===== config.mk =====
export PLATFORM = sky130hd
export DESIGN_NAME = tick_rate_and_monotonic_time
export DESIGN_NICKNAME = d
export VERILOG_FILES = /design/src/hw/rtl/trmt_pkg.sv /design/src/hw/rtl/tick_rate_and_monotonic_time.sv /design/src/hw/rtl/trmt_div.sv
export SDC_FILE = /design/constraint.sdc
export NUM_CORES = 1
export LEC_CHECK = 0
export ABC_AREA = 1
export BUFFER_PORTS_ARGS = -buffer_cell sky130_fd_sc_hd__buf_2
export CAP_MARGIN = 20
export CORE_AREA = 2 2 290 292
export CTS_BUF_LIST = sky130_fd_sc_hd__clkbuf_4 sky130_fd_sc_hd__clkbuf_8
export CTS_CLUSTER_DIAMETER = 80
export DETAILED_ROUTE_END_ITERATION = 8
export DIE_AREA = 0 0 292 294
export PLACE_DENSITY = 0.51
export SLEW_MARGIN = 20
export SYNTH_ARGS = -nofsm -noshare
export SYNTH_HDL_FRONTEND = slang
export SYNTH_HIERARCHICAL = 1
export SYNTH_SLANG_ARGS = --single-unit

===== constraint.sdc =====
create_clock -name clk -period 18 [get_ports clk]
set_input_delay 3.6 -clock clk [delete_from_list [all_inputs] [get_ports clk]]
set_output_delay 3.6 -clock clk [all_outputs]
set_load 0.05 [all_outputs]

===== src/hw/rtl/trmt_pkg.sv =====
// Shared constants, types and helpers for the tick-rate and monotonic time block.
package trmt_pkg;

  localparam int unsigned TRMT_INPUT_CLOCK_HZ = 1193182;
  localparam int unsigned TRMT_MIN_RATE_HZ    = 19;
  localparam int unsigned TRMT_RST_RATE_HZ    = 100;
  localparam int unsigned TRMT_RST_FAST_HZ    = 1000;
  localparam int unsigned TRMT_NS_PER_SEC     = 1000000000;

  localparam int unsigned TRMT_CFG_W    = 21;
  localparam int unsigned TRMT_REQ_W    = 32;
  localparam int unsigned TRMT_DVD_W    = 30;
  localparam int unsigned TRMT_PERIOD_W = 26;
  localparam int unsigned TRMT_RELOAD_W = 16;
  localparam int unsigned TRMT_VOTE_W   = 16;
  localparam int unsigned TRMT_CNT_W    = 64;

  localparam logic [TRMT_VOTE_W-1:0] TRMT_VOTE_MAX = '1;

  typedef enum logic [2:0] {
    MODE_TICK      = 3'd0,
    MODE_SET_RATE  = 3'd1,
    MODE_FAST_REQ  = 3'd2,
    MODE_FAST_REL  = 3'd3,
    MODE_FAST_RST  = 3'd4,
    MODE_SCHED_ON  = 3'd5
  } trmt_mode_t;

  typedef enum logic {
    REG_DEFAULT_RATE = 1'b0,
    REG_FAST_RATE    = 1'b1
  } trmt_reg_t;

  typedef enum logic [2:0] {
    ST_IDLE,
    ST_START_NS,
    ST_DIV_NS,
    ST_START_CLK,
    ST_DIV_CLK,
    ST_RESULT
  } trmt_state_t;

  // Limits a requested rate to the range the counter can be programmed with.
  function automatic logic [31:0] trmt_clamp(input logic [31:0] f, input logic [31:0] hi);
    logic [31:0] r;
    r = f;
    if (r < 32'(TRMT_MIN_RATE_HZ)) r = 32'(TRMT_MIN_RATE_HZ);
    if (r > hi) r = hi;
    return r;
  endfunction

endpackage


===== src/hw/rtl/tick_rate_and_monotonic_time.sv =====
// Top level: tick counter, monotonic nanosecond time base and tick-rate programming.
//
//   Channel  | Handshake            | Payload
//   ---------+----------------------+------------------------------------------------
//   in_      | in_valid / in_ready  | in_mode, in_rate_request_hz
//   out_     | out_valid / out_ready| strobe, reload, rate, ticks, ns, preempt, votes
//   cfg_     | cfg_we               | cfg_index, cfg_wdata
//
// An event that does not program the rate goes from its transfer to ST_RESULT and is
// placed in the output register from there once the output is free to take it.
// An event that programs the rate passes through ST_START_NS, ST_DIV_NS, ST_START_CLK,
// ST_DIV_CLK and ST_RESULT: the shared divider runs 30 steps for the period and
// 30 steps for the reload value, one bit per cycle, with start and collect cycles.
// In_ready is low from a transfer until its result has been placed in the output
// register; a new event may be taken while that result still waits to be taken.
// Reset restores a rate of 100 Hz with no votes held and scheduling off.
module tick_rate_and_monotonic_time import trmt_pkg::*; #(
  parameter int unsigned INPUT_CLOCK_HZ = TRMT_INPUT_CLOCK_HZ,
  localparam int unsigned RATE_W = $clog2(INPUT_CLOCK_HZ + 1)
) (
  input  logic                     clk,
  input  logic                     rst_n,
  input  logic                     in_valid,
  output logic                     in_ready,
  input  logic [2:0]               in_mode,
  input  logic [TRMT_REQ_W-1:0]    in_rate_request_hz,
  output logic                     out_valid,
  input  logic                     out_ready,
  output logic                     out_program_strobe,
  output logic [TRMT_RELOAD_W-1:0] out_reload_divisor,
  output logic [RATE_W-1:0]        out_rate_in_effect,
  output logic [TRMT_CNT_W-1:0]    out_tick_total,
  output logic [TRMT_CNT_W-1:0]    out_elapsed_ns,
  output logic                     out_preempt_pulse,
  output logic [TRMT_VOTE_W-1:0]   out_votes_held,
  input  logic                     cfg_we,
  input  logic                     cfg_index,
  input  logic [TRMT_CFG_W-1:0]    cfg_wdata
);

  localparam int unsigned RST_RELOAD = INPUT_CLOCK_HZ / TRMT_RST_RATE_HZ;
  localparam int unsigned RST_PERIOD = TRMT_NS_PER_SEC / TRMT_RST_RATE_HZ;

  trmt_state_t                state_r, state_nxt;
  logic [TRMT_CFG_W-1:0]      dflt_rate_r, fast_rate_r;
  logic [TRMT_CNT_W-1:0]      ticks_r, ticks_nxt;
  logic [TRMT_CNT_W-1:0]      ns_r, ns_nxt;
  logic [RATE_W-1:0]          rate_r, rate_nxt;
  logic [TRMT_PERIOD_W-1:0]   period_r, period_nxt;
  logic [TRMT_RELOAD_W-1:0]   reload_r, reload_nxt;
  logic                       sched_r, sched_nxt;
  logic [TRMT_VOTE_W-1:0]     votes_r, votes_nxt;
  logic                       strobe_r, strobe_nxt;
  logic                       pulse_r, pulse_nxt;
  logic                       out_valid_r, out_valid_nxt;
  logic                       load_out;
  logic                       prog;
  logic [31:0]                prog_src;
  logic [31:0]                prog_rate;
  logic                       div_start;
  logic [TRMT_DVD_W-1:0]      div_dividend;
  logic                       div_done;
  logic [TRMT_DVD_W-1:0]      div_quotient;

  logic                       ostrobe_r;
  logic [TRMT_RELOAD_W-1:0]   oreload_r;
  logic [RATE_W-1:0]          orate_r;
  logic [TRMT_CNT_W-1:0]      oticks_r;
  logic [TRMT_CNT_W-1:0]      ons_r;
  logic                       opulse_r;
  logic [TRMT_VOTE_W-1:0]     ovotes_r;

  assign prog_rate = trmt_clamp(prog_src, 32'(INPUT_CLOCK_HZ));

  trmt_div #(
    .DVD_W (TRMT_DVD_W),
    .DVS_W (RATE_W)
  ) u_div (
    .clk      (clk),
    .rst_n    (rst_n),
    .start    (div_start),
    .dividend (div_dividend),
    .divisor  (rate_r),
    .done     (div_done),
    .quotient (div_quotient)
  );

  always_comb begin
    state_nxt     = state_r;
    ticks_nxt     = ticks_r;
    ns_nxt        = ns_r;
    rate_nxt      = rate_r;
    period_nxt    = period_r;
    reload_nxt    = reload_r;
    sched_nxt     = sched_r;
    votes_nxt     = votes_r;
    strobe_nxt    = strobe_r;
    pulse_nxt     = pulse_r;
    out_valid_nxt = out_valid_r;
    load_out      = 1'b0;
    prog          = 1'b0;
    prog_src      = in_rate_request_hz;
    div_start     = 1'b0;
    div_dividend  = TRMT_DVD_W'(TRMT_NS_PER_SEC);

    if (out_valid_r && out_ready) out_valid_nxt = 1'b0;

    unique case (state_r)
      ST_IDLE: begin
        if (in_valid) begin
          strobe_nxt = 1'b0;
          pulse_nxt  = 1'b0;
          state_nxt  = ST_RESULT;
          unique case (trmt_mode_t'(in_mode))
            MODE_TICK: begin
              ticks_nxt = ticks_r + 1'b1;
              ns_nxt    = ns_r + TRMT_CNT_W'(period_r);
              pulse_nxt = sched_r;
            end
            MODE_SET_RATE: begin
              prog = 1'b1;
            end
            MODE_FAST_REQ: begin
              if (votes_r != TRMT_VOTE_MAX) begin
                if (votes_r == '0) begin
                  prog     = 1'b1;
                  prog_src = 32'(fast_rate_r);
                end
                votes_nxt = votes_r + 1'b1;
              end
            end
            MODE_FAST_REL: begin
              if (votes_r != '0) begin
                votes_nxt = votes_r - 1'b1;
                if (votes_r == TRMT_VOTE_W'(1)) begin
                  prog     = 1'b1;
                  prog_src = 32'(dflt_rate_r);
                end
              end
            end
            MODE_FAST_RST: begin
              if (votes_r != '0) begin
                votes_nxt = '0;
                prog      = 1'b1;
                prog_src  = 32'(dflt_rate_r);
              end
            end
            MODE_SCHED_ON: begin
              sched_nxt = 1'b1;
            end
            default: begin
            end
          endcase
          if (prog) begin
            rate_nxt   = prog_rate[RATE_W-1:0];
            strobe_nxt = 1'b1;
            state_nxt  = ST_START_NS;
          end
        end
      end
      ST_START_NS: begin
        div_start = 1'b1;
        state_nxt = ST_DIV_NS;
      end
      ST_DIV_NS: begin
        if (div_done) begin
          period_nxt = div_quotient[TRMT_PERIOD_W-1:0];
          state_nxt  = ST_START_CLK;
        end
      end
      ST_START_CLK: begin
        div_start    = 1'b1;
        div_dividend = TRMT_DVD_W'(INPUT_CLOCK_HZ);
        state_nxt    = ST_DIV_CLK;
      end
      ST_DIV_CLK: begin
        if (div_done) begin
          reload_nxt = div_quotient[TRMT_RELOAD_W-1:0];
          state_nxt  = ST_RESULT;
        end
      end
      ST_RESULT: begin
        if (!out_valid_r || out_ready) begin
          load_out      = 1'b1;
          out_valid_nxt = 1'b1;
          state_nxt     = ST_IDLE;
        end
      end
      default: begin
        state_nxt = ST_IDLE;
      end
    endcase
  end

  always_ff @(posedge clk) begin
    if (!rst_n) begin
      state_r     <= ST_IDLE;
      out_valid_r <= 1'b0;
      dflt_rate_r <= TRMT_CFG_W'(TRMT_RST_RATE_HZ);
      fast_rate_r <= TRMT_CFG_W'(TRMT_RST_FAST_HZ);
      ticks_r     <= '0;
      ns_r        <= '0;
      rate_r      <= RATE_W'(TRMT_RST_RATE_HZ);
      period_r    <= TRMT_PERIOD_W'(RST_PERIOD);
      reload_r    <= TRMT_RELOAD_W'(RST_RELOAD);
      sched_r     <= 1'b0;
      votes_r     <= '0;
    end else begin
      state_r     <= state_nxt;
      out_valid_r <= out_valid_nxt;
      ticks_r     <= ticks_nxt;
      ns_r        <= ns_nxt;
      rate_r      <= rate_nxt;
      period_r    <= period_nxt;
      reload_r    <= reload_nxt;
      sched_r     <= sched_nxt;
      votes_r     <= votes_nxt;
      if (cfg_we) begin
        unique case (trmt_reg_t'(cfg_index))
          REG_DEFAULT_RATE: dflt_rate_r <= cfg_wdata;
          REG_FAST_RATE:    fast_rate_r <= cfg_wdata;
        endcase
      end
    end
    strobe_r <= strobe_nxt;
    pulse_r  <= pulse_nxt;
    if (load_out) begin
      ostrobe_r <= strobe_r;
      oreload_r <= reload_r;
      orate_r   <= rate_r;
      oticks_r  <= ticks_r;
      ons_r     <= ns_r;
      opulse_r  <= pulse_r;
      ovotes_r  <= votes_r;
    end
  end

  assign in_ready           = (state_r == ST_IDLE);
  assign out_valid          = out_valid_r;
  assign out_program_strobe = ostrobe_r;
  assign out_reload_divisor = oreload_r;
  assign out_rate_in_effect = orate_r;
  assign out_tick_total     = oticks_r;
  assign out_elapsed_ns     = ons_r;
  assign out_preempt_pulse  = opulse_r;
  assign out_votes_held     = ovotes_r;

endmodule


===== src/hw/rtl/trmt_div.sv =====
// Iterative restoring divider shared by the period and reload calculations.
module trmt_div import trmt_pkg::*; #(
  parameter int unsigned DVD_W = TRMT_DVD_W,
  parameter int unsigned DVS_W = 21
) (
  input  logic             clk,
  input  logic             rst_n,
  input  logic             start,
  input  logic [DVD_W-1:0] dividend,
  input  logic [DVS_W-1:0] divisor,
  output logic             done,
  output logic [DVD_W-1:0] quotient
);

  localparam int unsigned STEP_W = $clog2(DVD_W);

  logic             busy_r, busy_nxt;
  logic             done_r, done_nxt;
  logic [STEP_W-1:0] step_r, step_nxt;
  logic [DVD_W-1:0] quo_r, quo_nxt;
  logic [DVS_W-1:0] rem_r, rem_nxt;
  logic [DVS_W-1:0] dvs_r, dvs_nxt;
  logic [DVS_W:0]   trial;
  logic [DVS_W:0]   diff;
  logic             fits;

  assign trial = {rem_r, quo_r[DVD_W-1]};
  assign diff  = trial - {1'b0, dvs_r};
  assign fits  = (trial >= {1'b0, dvs_r});

  always_comb begin
    busy_nxt = busy_r;
    done_nxt = 1'b0;
    step_nxt = step_r;
    quo_nxt  = quo_r;
    rem_nxt  = rem_r;
    dvs_nxt  = dvs_r;
    if (start) begin
      busy_nxt = 1'b1;
      step_nxt = STEP_W'(DVD_W - 1);
      quo_nxt  = dividend;
      rem_nxt  = '0;
      dvs_nxt  = divisor;
    end else if (busy_r) begin
      quo_nxt = {quo_r[DVD_W-2:0], fits};
      rem_nxt = fits ? diff[DVS_W-1:0] : trial[DVS_W-1:0];
      if (step_r == '0) begin
        busy_nxt = 1'b0;
        done_nxt = 1'b1;
      end else begin
        step_nxt = step_r - 1'b1;
      end
    end
  end

  always_ff @(posedge clk) begin
    if (!rst_n) begin
      busy_r <= 1'b0;
      done_r <= 1'b0;
    end else begin
      busy_r <= busy_nxt;
      done_r <= done_nxt;
    end
    step_r <= step_nxt;
    quo_r  <= quo_nxt;
    rem_r  <= rem_nxt;
    dvs_r  <= dvs_nxt;
  end

  assign done     = done_r;
  assign quotient = quo_r;

endmodule


* Word level (Yosys, flattened, before mapping)
Cells that the tools add are included.
** Word-level totals
- Input bits :: 62
- Bits in registers :: 518
- Word-level logic and storage cells :: 124
- Output and inout bits :: 185
** Cells by class
- Bitwise logic cells :: 4
- Muxes and demuxes :: 43
- Reduce and logical (&&, ||, !) cells :: 23
- Order comparisons :: 3
- Equal/unequal tests :: 19
- Add/sub/neg operators :: 6
** Operator list (count)
- two-way mux 32 bit :: 8
- case mux 32 bit (3 select lines) :: 1
- two-way mux 30 bit :: 3
- adder 64 x 1 -> 64 bit (second input constant) :: 1
- adder 64 x 26 -> 64 bit :: 1
- two-way mux 16 bit :: 3
- case mux 16 bit (3 select lines) :: 1
- two-way mux 21 bit :: 2
- > comparator 32 x 21 -> 1 bit (second input constant) :: 1
- < comparator 32 x 5 -> 1 bit (second input constant) :: 1
- greater-or-equal comparator 22 x 21 -> 1 bit :: 1
- subtractor 21 bit :: 1
- two-way mux 1 bit :: 18
- case mux 3 bit (6 select lines) :: 1
- adder 16 x 1 -> 16 bit (second input constant) :: 1
- equality test 16 x 1 -> 1 bit (second input constant) :: 1
- zero test 16 bit :: 1
- inequality test 16 bit (second input constant) :: 1
- nonzero test 16 bit :: 1
- subtractor 16 x 1 -> 16 bit (second input constant) :: 1
- two-way mux 3 bit :: 5
- equality test 3 x 2 -> 1 bit (second input constant) :: 4
- equality test 3 bit (second input constant) :: 4
- AND reduction 2 bit :: 6
- other kinds (18) :: 30

* Depth between registers and ports, before layout
Gate-level depths: netlist of the first run.
- Word-level depth :: 10
- Gate-level depth with buffers :: 27

* Hierarchy
The synthesis of the first run kept the hierarchy.
** By module, submodules not included
- tick_rate_and_monotonic_time :: area each 19896.6 um^2, instances 1, cells each 2357
- trmt_div :: area each 4809.6 um^2, instances 1, cells each 642

* Worst setup path after synthesis of the first run
OpenSTA, ideal clock, no wires.
- Path type :: input to register
- Start point :: input out_ready
- End point :: register ons_r[0] (netlist: out_elapsed_ns[0]) (enable)
- Setup slack :: 6070 ps
- Cell stages on the path :: 2
- Data required time :: 17272 ps
- Data arrival time :: 11202 ps
- Cell sequence :: nor2_1 > nor2_1
** Between the ends
- Word-level cells in the longest chain between the ends :: 3
** RTL lines
- start: declaration :: RTL line tick_rate_and_monotonic_time.sv:28 : input logic out_ready,
- logical OR 1 bit :: RTL line tick_rate_and_monotonic_time.sv:183 : if (!out_valid_r || out_ready) begin
- two-way mux 1 bit :: RTL line tick_rate_and_monotonic_time.sv:183
- two-way mux 1 bit :: RTL line tick_rate_and_monotonic_time.sv:108 : unique case (state_r)
- named net load_out :: RTL line tick_rate_and_monotonic_time.sv:56 : logic load_out;
- end signal: assignment :: RTL line tick_rate_and_monotonic_time.sv:232 : ons_r <= ns_r;
- end: declaration :: RTL line tick_rate_and_monotonic_time.sv:69 : logic [TRMT_CNT_W-1:0] ons_r;
The timed path passes the listed nets, and every way through them passes these cells.
A chain may end at the register's enable or synchronous reset.

* Worst setup path after layout of the first run
- Start point :: input in_mode[0]
- End point :: register votes_r[13]
** Between the ends
- Word-level cells in the longest chain between the ends :: 3
- Elaborated cells on any way between the ends :: 9
- Those cells by class :: eq/ne (6); mux (1); reduce/logical (2)
** RTL lines
- start: declaration :: RTL line tick_rate_and_monotonic_time.sv:25 : input logic [2:0] in_mode,
- equality test 3 x 2 -> 1 bit or equality test 3 bit (tied branches) :: RTL line tick_rate_and_monotonic_time.sv:114 : unique case (trmt_mode_t'(in_mode))
- inequality test 2 bit (no source line) or nonzero test 3 bit (tied branches)
- AND reduction 6 bit (no source line)
- end signal: assignment :: RTL line tick_rate_and_monotonic_time.sv:217 : votes_r <= votes_nxt;
- end: declaration :: RTL line tick_rate_and_monotonic_time.sv:52 : logic [TRMT_VOTE_W-1:0] votes_r, votes_nxt;
Several ways; a longest one is shown, not always the timed one.

==> impl_metrics.yaml, run 1 <==
min_path:
  hp-class: "flip-flop to flip-flop"
  min_path_cells: 0
clock_network:
  cts_tree: "done"
  cts_root_buf: "clkbuf_8"
  insertion_delay_ns: 0.71
  clk_path_buf_depth: 3
  cts_buffers: 97
  post_cts_buffers: 0
  clk_pin_slew_ns: 0.06
  htreeDepth: 3
  hold_buffers: 0
  cts.sink_count: 518
  postCtsResizedCells: 0
finish:
  syn2layout_area_growth_pct: 18.5
  utilization_pct: 35.3
  drive_above_1_share_pct: 16.9
  nNetsFinal: 3403
timing:
  fin_worst_skew_ns: 0.0288
  final-hold-violation-count: 0
  period_minus_slack_ns: 6.70
  slew_headroom_pct: 31.1
  timing.final.crit_share_pct: 37.2
  setup_violations: 0
  timing.fmax_ghz: 0.149
  rsz0062_at_grt: "no"
  worst_slew_pin_slew_ns: 1.03
  maxSlewViolCount: 0
  fin_tns_setup_ns: 0
drt:
  wl_per_cell_um: 16.2
  drtIter0Drc: 1351
  post-route-drc-count: 0
  dr.pass1.iters: 5
  vias_per_cell: 4.64
  dr_total_vias: 20600
  ant_nets: 0
  totalWireLength_um: 72100
place:
  port_buffers: 246
  gp_congestion: 0.875
  hpwl_um: 51800
setup_path:
  path_cells: "buf_2 -> nor2_1 -> nand2_1 -> inv_1 -> nor2_1 -> inv_1 -> nand2_1 -> nand3_1 -> inv_1 -> o211ai_1 -> a21oi_1 -> nor3_1"
  cp.required_ns: 18.55
  critPathSlowestCell: "nor2_1"
  rr_worst_depth: 18
  crit_path_start_kind: "primary input"
  crit_path_max_incr_delay_ns: 0.78
  path_max_fanout: 22
  cp.depth: 12
  path_buf_inv: 4
  crit_family: "simple AND/OR/NAND/NOR gates"
  worstPathArrival_ns: 7.26
  critical_path_class: "primary input to flip-flop"
  endpoint_kind: "flip-flop"
  cp_common_cell: "inv_1"
outcome:
  status: "completed"
floorplan:
  core_area_um2: 82900
  die-area_um2: 85800
  initial_core_util_pct: 29.8
  io_pins: 247
  rows: 106
  die_h_um: 294
  die_w_um: 292
yosys:
  yosysSeqAreaShare_pct: 51.5
  synth.largest_area_cell: "edfxtp_1"
  synth_area_um2: 24700
  synth_top_area_share_pct: 28.7
  synth_warnings: 6
  synth.avg_cell_area_um2: 8.24
  synth.distinct_cells: 65
  yosys_register_bits: 518
  synth_ff_type: "dfxtp_1"
  synth-edff-count: 236
  synthCells: 2999
  synth_area_leaders: "edfxtp_1 (29%), dfxtp_1 (23%), nand2_1 (9.4%), nor2_1 (5.8%), inv_1 (5.7%)"
  async_flop_share_pct: 0
pwr:
  irDropWorstVdd_uv: 59.2
  leakage_nw: 12.2
  power_w: 0.00368
  p_per_area_nw_per_um2: 126
global_routing:
  grt_use_total_pct: 16.6
  grt_pass1_vias: 19700
  grt_max_degree: 78
  antenna_found_initial: 7
  grt_pass1_wl_um: 112000
  overflow: 0
run:
  timing.max_cap.violations: 0
layout by cell type (no fill, tap or decap), drive strengths merged, types with 3 or more instances in the layout:
cell type	netlist	layout
a211oi	5	5
inv	390	391
nand2	653	653
conb	2	10
clkbuf	61	151
o221ai	4	4
diode	0	5
clkinv	6	25
dfxtp	282	282
or2	4	4
nand3	190	190
o211ai	5	5
clkinvlp	0	4
nand3b	15	15
xor2	26	26
edfxtp	236	236
a21o	3	3
and3	3	3
nor3	74	74
bufinv	0	5
a21oi	199	199
buf	21	262
nand4	50	50
nor4	30	30
o21ai	203	203
a311oi	3	3
ha	53	53
a31oi	14	14
o21a	15	15
nor2	414	414
xnor2	18	18
synth_stat cells, types with 16 or more instances:
library cell,number
nand2_1,618
nor2_1,384
inv_1,374
dfxtp_1,282
edfxtp_1,236
o21ai_0,191
a21oi_1,186
nand3_1,169
nor3_1,71
clkbuf_1,61
ha_1,53
nand4_1,48
nand2_2,29
nor4_1,29
xor2_1,26
nor2_2,21
xnor2_1,18
nand3_2,16
stage by stage:
| stage | cell area [um^2] | worst slack, ns | hold WS (ns) | cells |
|---|---|---|---|---|
| floorplan | 24700 | 6.07 | 0.400 | 3007 |
| finish | 29300 | 11.30 | 0.420 | 4452 |
| global route | 29300 | 10.88 | 0.429 | 4448 |
| detailed placement | 27100 | 10.68 | 0.406 | 4267 |
| CTS | 29300 | 11.46 | 0.421 | 4447 |
| global placement | 27100 | 10.79 | 0.406 | 4266 |
metal layers:
metal	track usage (%)	part of all wire (%)	routed length [um]
met1	22.3	47	33800
met2	26.2	45	32300
met3	3.48	5.4	3930
met4	6.21	2.8	2030
met5	0	0.068	49
report_power, final:
| part | internal [W] | total [W] | switching, W | leakage, nW |
|---|---|---|---|---|
| clock | 0.000731 | 0.00126 | 0.000525 | 1.14 |
| combinational | 0.000247 | 0.000924 | 0.000677 | 6.64 |
| sequential | 0.00142 | 0.00150 | 0.0000843 | 4.46 |
| total | 0.00240 | 0.00368 | 0.00129 | 12.2 |
path summary, 6_finish.rpt:
check	to	slack (ns)	startpoint
max	votes_r[13]$_SDFFE_PN0P_	11.30	in_mode[0]
min reg2reg	out_preempt_pulse$_DFFE_PP_	0.42	pulse_r$_SDFFCE_PP0P_
max reg2reg	ns_r[58]$_SDFFE_PN0P_	14.31	ns_r[0]$_SDFFE_PN0P_
min	out_preempt_pulse$_DFFE_PP_	0.42	pulse_r$_SDFFCE_PP0P_
state kept, by name, indices dropped and copies added (netlist names), 21 cells and up:
name,flops
rate_r,21
fast_rate_r,21
u_div/quotient,30
out_elapsed_ns,64
period_r,26
ticks_r,64
out_rate_in_effect,21
out_tick_total,64
ns_r,64
dflt_rate_r,21
u_div/dvs_r,21
u_div/rem_r,21
kinds of logic after synthesis:
group | synth area share [%]
buf+inv | 7.56
simple gates | 26.2
compound gates | 10.2
other cells | 0.0304
xor+xnor | 1.56
fa+ha+maj | 2.85
flops | 51.5
final cells by class:
| class | instances | area [um^2] |
|---|---|---|
| Antenna cell | 5 | 12.5 |
| Clock buffer | 151 | 1860 |
| Clock inverter | 29 | 297 |
| Fill cell | 8738 | 53600 |
| Inverter | 396 | 1490 |
| Multi-Input combinational cell | 2011 | 10200 |
| Sequential cell | 518 | 12700 |
| Tap cell | 1080 | 1350 |
| Timing Repair Buffer | 262 | 1380 |
Note: power is estimated with default switching activity, not from simulation.
==> run 2, diff against run 1 <==
clock period = 6.6 ns   (was 18 ns; I/O delays follow)
==> run 2 against run 1 <==
  * Wire length grew 0.46%
  * Clock skew is 0.0084 ns higher
  * Register-to-register slack lost 11 ns
  * Count of clock-buffer cells in the layout decreased by 16
  * Sequential power rose to 2.7 times the previous value
  * Die area did not move
  * First-iteration DRC count grew 6.1%
  * Total power grew to 2.6 times the previous value
  * Global-route usage increased by 0.086 points
  * Cell area fell by 1.0%
  * Core utilization down 0.35 points
  * Critical endpoint is now rate_r[2]$_SDFFE_PN1P_
  * Highest routed layer unchanged
==> impl_metrics.yaml, run 2 (synthesis gave the netlist of run 1 again) <==
global_routing:
  grt_pass1_wl_um: 113000
  grt_pass1_vias: 19800
  antenna_found_initial: 8
  grt_max_degree: 121
  grt_use_total_pct: 16.7
  overflow: 0
pwr:
  irDropWorstVdd_uv: 135
  switching_share_pct: 35.6
  power.share.clock_pct: 31.7
  p_per_area_nw_per_um2: 334
  comb_power_share_pct: 25.9
  p_switching_w: 0.00345
  leakage_nw: 12.1
  p_seq_share_pct: 42.4
  p_int_w: 0.00623
run:
  timing.max_cap.violations: 0
setup_path:
  critPathSlowestCell: "nor4_1"
  worstReg2RegStart: "ns_r[0]$_SDFFE_PN0P_"
  worstPathArrival_ns: 4.58
  crit_path_max_incr_delay_ns: 0.53
  cp.required_ns: 7.17
  path_max_fanout: 23
  critical_path_class: "primary input to flip-flop"
  endpoint_kind: "flip-flop"
  r2r_slack_ns: 2.86
  crit_path_start_kind: "primary input"
  rr_worst_depth: 19
  cp_common_cell: "nand2_1"
  path_buf_inv: 4
  path_cells: "buf_2 -> inv_2 -> nand3_2 -> nand3_1 -> nand2_2 -> inv_4 -> nand3_4 -> nand2_1 -> nand2_1 -> nor2_2 -> inv_1 -> nor4_1 -> nand3b_1 -> nand2_2 -> nand2_1 -> nand2_1 -> nand2_1"
  r2r_end: "ns_r[60]$_SDFFE_PN0P_"
  crit_family: "simple AND/OR/NAND/NOR gates"
timing:
  fin_tns_setup_ns: 0
  fin_worst_skew_ns: 0.0372
  timing.final.crit_share_pct: 60.7
  worst_slew_pin_slew_ns: 1.03
  setup_violations: 0
  timing.fmax_ghz: 0.249
  rsz0062_at_grt: "no"
  maxSlewViolCount: 0
  slew_headroom_pct: 31.1
  final-hold-violation-count: 0
  period_minus_slack_ns: 4.01
floorplan:
  initial_core_util_pct: 29.8
  rows: 106
  core_area_um2: 82900
  die_h_um: 294
  io_pins: 247
  die_w_um: 292
  die-area_um2: 85800
min_path:
  min_path_cells: 0
  hold_path_end: "out_reload_divisor[6]$_DFFE_PP_"
  min_from: "reload_r[6]$_SDFFE_PN0P_"
  hp-class: "flip-flop to flip-flop"
place:
  port_buffers: 246
  gp_congestion: 0.890
  hpwl_um: 52600
  placed_cell_area_um2: 27100
clock_network:
  post_cts_buffers: 0
  hold_buffers: 0
  cts.sink_count: 518
  clk_path_buf_depth: 3
  cts_buffers: 91
  cts_tree: "done"
  htreeDepth: 3
  insertion_delay_ns: 0.70
  postCtsResizedCells: 0
  clk_pin_slew_ns: 0.05
  cts_root_buf: "clkbuf_8"
drt:
  dr_total_vias: 20500
  vias_per_cell: 4.61
  dr.pass1.iters: 5
  drtIter0Drc: 1433
  wl_per_cell_um: 16.3
  totalWireLength_um: 72400
  post-route-drc-count: 0
  ant_nets: 0
outcome:
  status: "completed"
finish:
  nNetsFinal: 3396
  layout_common_cells: "nand2_1 (618), nor2_1 (380), inv_1 (373)"
  drive_above_1_share_pct: 16.4
  design_area_um2: 29000
  final_common_cell: "nand2_1"
  syn2layout_area_growth_pct: 17.3
## run 2: worst max path at each step
stage	to	from	cells past startpoint	slack, ns
floorplan	out_elapsed_ns[0]$_DFFE_PP_	out_ready	2	0.006
global placement	rate_r[2]$_SDFFE_PN1P_	in_mode[2]	23	1.88
detailed placement	rate_r[2]$_SDFFE_PN1P_	in_mode[2]	23	1.89
CTS	rate_r[2]$_SDFFE_PN1P_	in_mode[2]	23	2.65
global route	rate_r[6]$_SDFFE_PN1P_	in_mode[2]	17	2.23
finish	rate_r[2]$_SDFFE_PN1P_	in_mode[2]	17	2.59
## run 2: metrics by stage
| stage | total power (W) | hold WS, ns | setup WS, ns | util, % | cells |
|---|---|---|---|---|---|
| floorplan | 0.00606 | 0.400 | 0.00560 | - | 3007 |
| global placement | 0.00670 | 0.412 | 1.88 | 32.7 | 4266 |
| detailed placement | 0.00670 | 0.410 | 1.89 | 32.7 | 4266 |
| CTS | 0.00985 | 0.425 | 2.65 | 35.0 | 4432 |
| global route | 0.0103 | 0.443 | 2.23 | 35.0 | 4434 |
| finish | 0.00968 | 0.432 | 2.59 | 35.0 | 4435 |
## run 2: area by class of cell
class / instances / area, um^2
Fill cell: 8755 / 53900
Sequential cell: 518 / 12700
Multi-Input combinational cell: 2011 / 10200
Clock buffer: 135 / 1630
Inverter: 396 / 1490
Timing Repair Buffer: 261 / 1360
Tap cell: 1080 / 1350
Clock inverter: 31 / 258
Antenna cell: 3 / 7.51
## run 2: power groups by stage
stage,combinational (W),clock [W],sequential (W)
final,0.00251,0.00307,0.00410
after global routing,0.00280,0.00334,0.00414
after CTS,0.00254,0.00320,0.00411
after detailed placement,0.00253,0,0.00417
after global placement,0.00253,0,0.00417
after floorplan,0.00153,0,0.00453
## run 2: metal layers
| layer | part of all wire, % | GRT usage [%] |
|---|---|---|
| met4 | 2.4 | 5.66 |
| met5 | 0.070 | 0 |
| met3 | 5.2 | 3.61 |
| met1 | 47 | 21.9 |
| met2 | 46 | 27.2 |
